$ cat config.mk
export PLATFORM = sky130hd
export DESIGN_NAME = ptva_div_cell
export DESIGN_NICKNAME = d
export VERILOG_FILES = /design/src/hdl/ptva_pkg.sv /design/src/hdl/ptva_div_cell.sv
export SDC_FILE = /design/constraint.sdc
export NUM_CORES = 1
export LEC_CHECK = 0
export ABC_AREA = 1
export BUFFER_PORTS_ARGS = -buffer_cell sky130_fd_sc_hd__buf_2
export CORE_UTILIZATION = 30
export DETAILED_ROUTE_END_ITERATION = 6
export PLACE_DENSITY = 0.47
export SKIP_CTS_REPAIR_TIMING = 1
export SKIP_LAST_GASP = 1
export SLEW_MARGIN = 20
export SYNTH_ARGS = -nofsm -noshare
export SYNTH_HDL_FRONTEND = slang
export SYNTH_SLANG_ARGS = --single-unit
$ cat constraint.sdc
create_clock -name i_clk -period 5.5 [get_ports i_clk]
set_input_delay 0.55 -clock i_clk [delete_from_list [all_inputs] [get_ports i_clk]]
set_output_delay 0.55 -clock i_clk [all_outputs]
set_load 0.005 [all_outputs]
$ cat src/hdl/ptva_pkg.sv
// Shared types, constants and tables for the planar thrust-vector allocator.
package ptva_pkg;

    localparam int CORDIC_ITERATIONS = 16;
    localparam int ATAN_N   = 24;
    localparam int ITER_N   = (CORDIC_ITERATIONS > ATAN_N) ? ATAN_N : CORDIC_ITERATIONS;
    localparam int SQRT_N   = 32;
    localparam int DIV_N    = 16;
    localparam int PIPE_N   = 4 + SQRT_N + DIV_N;
    localparam int PITCH_STG = 3 + ITER_N;
    localparam int PROD_STG = 4 + SQRT_N;

    localparam logic [14:0] PITCH_LIMIT_MAX = 15'd25734;
    localparam logic [15:0] THR_FULL = 16'd32768;

    localparam logic [1:0] ST_OK    = 2'd0;
    localparam logic [1:0] ST_SAT   = 2'd1;
    localparam logic [1:0] ST_MASS  = 2'd2;
    localparam logic [1:0] ST_NOCFG = 2'd3;

    localparam logic [2:0] ADDR_MAX_THRUST = 3'd0;
    localparam logic [2:0] ADDR_MAX_PITCH  = 3'd4;

    // atan(2^-i), units of 2^-24 rad
    localparam logic [25:0] ATAN_TAB [0:ATAN_N-1] = '{
        26'd13176795, 26'd7778716, 26'd4110060, 26'd2086331, 26'd1047214,
        26'd524117, 26'd262123, 26'd131069, 26'd65536, 26'd32768, 26'd16384,
        26'd8192, 26'd4096, 26'd2048, 26'd1024, 26'd512, 26'd256, 26'd128,
        26'd64, 26'd32, 26'd16, 26'd8, 26'd4, 26'd2
    };

    typedef struct packed {
        logic signed [31:0] accel_lateral;
        logic signed [31:0] accel_vertical;
        logic [31:0]        vehicle_mass;
    } t_in_item;

    typedef struct packed {
        logic signed [15:0] pitch_cmd;
        logic [15:0]        throttle_cmd;
        logic [1:0]         status;
    } t_out_item;

    typedef struct packed {
        logic [1:0]  err;
        logic        sat_neg;
        logic        zero;
        logic [31:0] mass;
    } t_side;

    typedef struct packed {
        logic signed [15:0] pitch;
        logic               sat;
    } t_pitch;

endpackage

$ cat src/hdl/ptva_div_cell.sv
// One quotient bit of a restoring divider, registered.
module ptva_div_cell
    import ptva_pkg::*;
(
    input  logic        i_clk,
    input  logic        i_en,
    input  logic [3:0]  i_k,
    input  logic [48:0] i_rem,
    input  logic [32:0] i_d,
    input  logic [15:0] i_q,
    output logic [48:0] o_rem,
    output logic [32:0] o_d,
    output logic [15:0] o_q
);
    logic [48:0] dk;
    logic        fits;
    logic [48:0] r_rem;
    logic [32:0] r_d;
    logic [15:0] r_q;

    always_comb begin
        dk   = 49'(i_d) << i_k;
        fits = i_rem >= dk;
    end

    always_ff @(posedge i_clk) begin
        if (i_en) begin
            r_rem <= fits ? (i_rem - dk) : i_rem;
            r_q   <= fits ? (i_q | (16'd1 << i_k)) : i_q;
            r_d   <= i_d;
        end
    end

    assign o_rem = r_rem;
    assign o_d   = r_d;
    assign o_q   = r_q;
endmodule

==> flow_metrics.tcl <==
set metrics [dict create \
    arrival_ns 4.33 \
    die_w_um 184 \
    cts.htree.levels 3 \
    io_pins 202 \
    dp_slack_ns 1.04 \
    wl_per_cell_um 16.7 \
    numPortBuffers 201 \
    max_slew_margin_pct 49.7 \
    start_kind "input port" \
    place_congestion 0.930 \
    fin_crit_ns 4.10 \
    critical_path_class "input port to flop" \
    viasPerCell 4.66 \
    worst_pin_slew_ns 0.754 \
    crit_cells 20 \
    critPathMostFrequentCell "nand2_1" \
    synth_nets 1766 \
    die_area_mm2 0.0338 \
    cts_root_buf "clkbuf_16" \
    ys_ff_latch 98 \
    placementRows 66 \
    netlist_area_mm2 0.00991 \
    wl_um 37300 \
    dr_wl_met3_um 1730 \
    dieHeight_um 184 \
    drive_above_1_share_pct 15.7 \
    cts_tree "yes" \
    synth.most_common_cell "nand2_1" \
    worstPathCellList "buf_2 -> clkinv_1 -> buf_4 -> nor2_1 -> nand2_1 -> o21ai_0 -> o21ai_0 -> or2_2 -> ha_1 -> nand2_1 -> nor2_1 -> nand2_1 -> nor2_2 -> nand3_1 -> nand3_2 -> nor2_4 -> nand2_4 -> buf_4 -> nand3_1 -> nand2_1" \
    grt_antenna_before_repair 0 \
    crit_end "o_rem[32]" \
    fin_crit_sh_pct 74.5 \
    slew_viol_final 0 \
    cp_max_fo 22 \
    synth_common_cells "653 x nand2_1, 263 x inv_1, 158 x nand3_1" \
    top_layer_used "met4" \
    grt-ovfl-total 0 \
    wl_met1_um 17700 \
    vias 10400 \
    cap_violations 0 \
    startpoint "i_k[0]" \
    syn_avg_cell_area_um2 6.15 \
    ys_top_cells_by_area "edfxtp_1 30%, nand2_1 25%, inv_1 10%" \
    layout.nets 1944 \
    setup_ws_ns 1.40 \
    grt_setup_unrepaired "no" \
    diodes 0 \
    dr.pass1.iters 5 \
    synth_seq_area_share_pct 29.7 \
    synth-warning-count 0 \
    p_per_area_mw_per_mm2 242 \
    dr_wl_met2_um 17000 \
    postSynthCellCount 1611 \
    path_buf_inv 4 \
    cts_max_path_buffers 2 \
    cts_buffers 9 \
    dp_hpwl_um 31100 \
    critPathRequiredTime_ns 5.73 \
    hold_path.startpoint "i_d[29]" \
    grt_usage_pct 22.4 \
    grt_pass1_vias 10100 \
    finalSetupTns_ns 0 \
    synth_area_leader_cell "edfxtp_1" \
    setup_viol 0 \
    grt_pass1_wl_um 56900 \
    ir_worst_vdd_uv 154 \
    fillers 3725 \
    finalHoldViolCount 0 \
    initial_core_util_pct 30.5 \
    drtIter0Drc 729 \
    crit_path_top_delay_cell "ha_1" \
    synth_edf_count 98 \
    status "complete, no violations" \
    cts.sink_count 98 \
    dominantRegCellSynth "edfxtp_1" \
    ant_nets 0 \
    critPathTopFamily "simple AND/OR/NAND/NOR gates" \
    critPathCaptureType "flop" \
    cellLeakagePower_nw 6.24 \
    hold_class "input port to flop" \
    worstHoldPathCells 1 \
    drc 0 \
    grt_max_degree 59 \
    synthArstFlopShare_pct 0 \
    netlist.area_leader.share_pct 29.7 \
    yosysUniqueCellTypes 37 \
    area_growth_pct 17.2 \
    max_stage_delay_ns 0.41 \
    core_area_mm2 0.0325 \
    path_clk_slew_ns 0.07 \
    max_freq_ghz 0.244 \
]
-- routing by layer --
metal | global-route usage, % | up-vias
met5 | 0 | -
met4 | 6.80 | 0
met3 | 2.14 | 35
met2 | 37.1 | 280
met1 | 30.8 | 4727
li1 | - | 5379
-- cell usage in the layout, fill, tap and decap left out, types with 2 or more instances in the layout --
| cell | netlist | final |
|---|---|---|
| nand2_1 | 653 | 653 |
| inv_1 | 263 | 263 |
| buf_2 | 15 | 200 |
| nand3_1 | 158 | 158 |
| nor2_1 | 102 | 102 |
| edfxtp_1 | 98 | 98 |
| o21ai_0 | 82 | 82 |
| ha_1 | 50 | 50 |
| a21oi_1 | 30 | 30 |
| xor2_1 | 24 | 24 |
| nor2_2 | 16 | 16 |
| buf_4 | 0 | 14 |
| inv_2 | 13 | 13 |
| mux2i_1 | 11 | 11 |
| nand4_1 | 11 | 11 |
| clkbuf_16 | 0 | 9 |
| nand2_2 | 7 | 7 |
| nor3_1 | 6 | 6 |
| or2_2 | 5 | 5 |
| and2_1 | 5 | 5 |
| nor2_4 | 4 | 4 |
| clkinv_1 | 3 | 3 |
| nand3_2 | 3 | 3 |
| nand3b_1 | 3 | 3 |
| a31oi_1 | 2 | 2 |
| o22ai_1 | 2 | 2 |
| a22oi_1 | 2 | 2 |
| o21bai_1 | 2 | 2 |
| nor4_1 | 2 | 2 |
| clkinv_2 | 0 | 2 |
| clkinvlp_4 | 0 | 2 |
-- sequential cells by signal (all words and copies together) (netlist names) --
register and count:
o_d 33, o_q 16, o_rem 49
-- through the flow --
step                cell area [um2]  cells  hold slack, ns  utilization, %  power, W
floorplan                      9910   1611           0.649               -   0.00174
global placement              11300   2220           0.750            34.9   0.00221
detailed placement            11300   2220           0.751            34.9   0.00221
CTS                           11600   2236           0.372            35.7   0.00283
global route                  11600   2236           0.383            35.7   0.00303
finish                        11600   2236           0.384            35.7   0.00281
-- worst min path at each step --
stage / to / slack (ns)
after floorplan: o_d[0] / 0.65
after global placement: o_d[1] / 0.75
after detailed placement: o_d[29] / 0.75
after CTS: o_d[29] / 0.37
after global routing: o_d[29] / 0.38
final: o_d[29] / 0.38
-- kinds of logic after synthesis --
logic type | Yosys count | synth area share, %
compound gates | 123 | 6.45
flops | 98 | 29.7
buf+inv | 327 | 13.1
xor+xnor | 24 | 2.12
mux | 11 | 1.11
fa+ha+maj | 51 | 6.51
simple gates | 977 | 41.1
-- power by group --
| group | internal [W] | total [W] | switching, W | leakage, nW |
|---|---|---|---|---|
| logic | 0.000401 | 0.00121 | 0.000804 | 5.16 |
| registers | 0.000956 | 0.000985 | 0.0000289 | 0.959 |
| clock network | 0.000308 | 0.000616 | 0.000308 | 0.129 |
| total | 0.00167 | 0.00281 | 0.00114 | 6.24 |
-- final cells by class --
type | instances | area (um2) | share of cell area, %
inverters | 279 | 1050 | 9.01
well taps | 442 | 553 | 4.76
repair buffers | 215 | 1130 | 9.69
flip-flops and latches | 98 | 2940 | 25.3
clock buffers | 10 | 229 | 1.97
clock inverters | 6 | 42.5 | 0.366
multi-input cells | 1186 | 5680 | 48.9
Power figures use the tool's default switching activity.
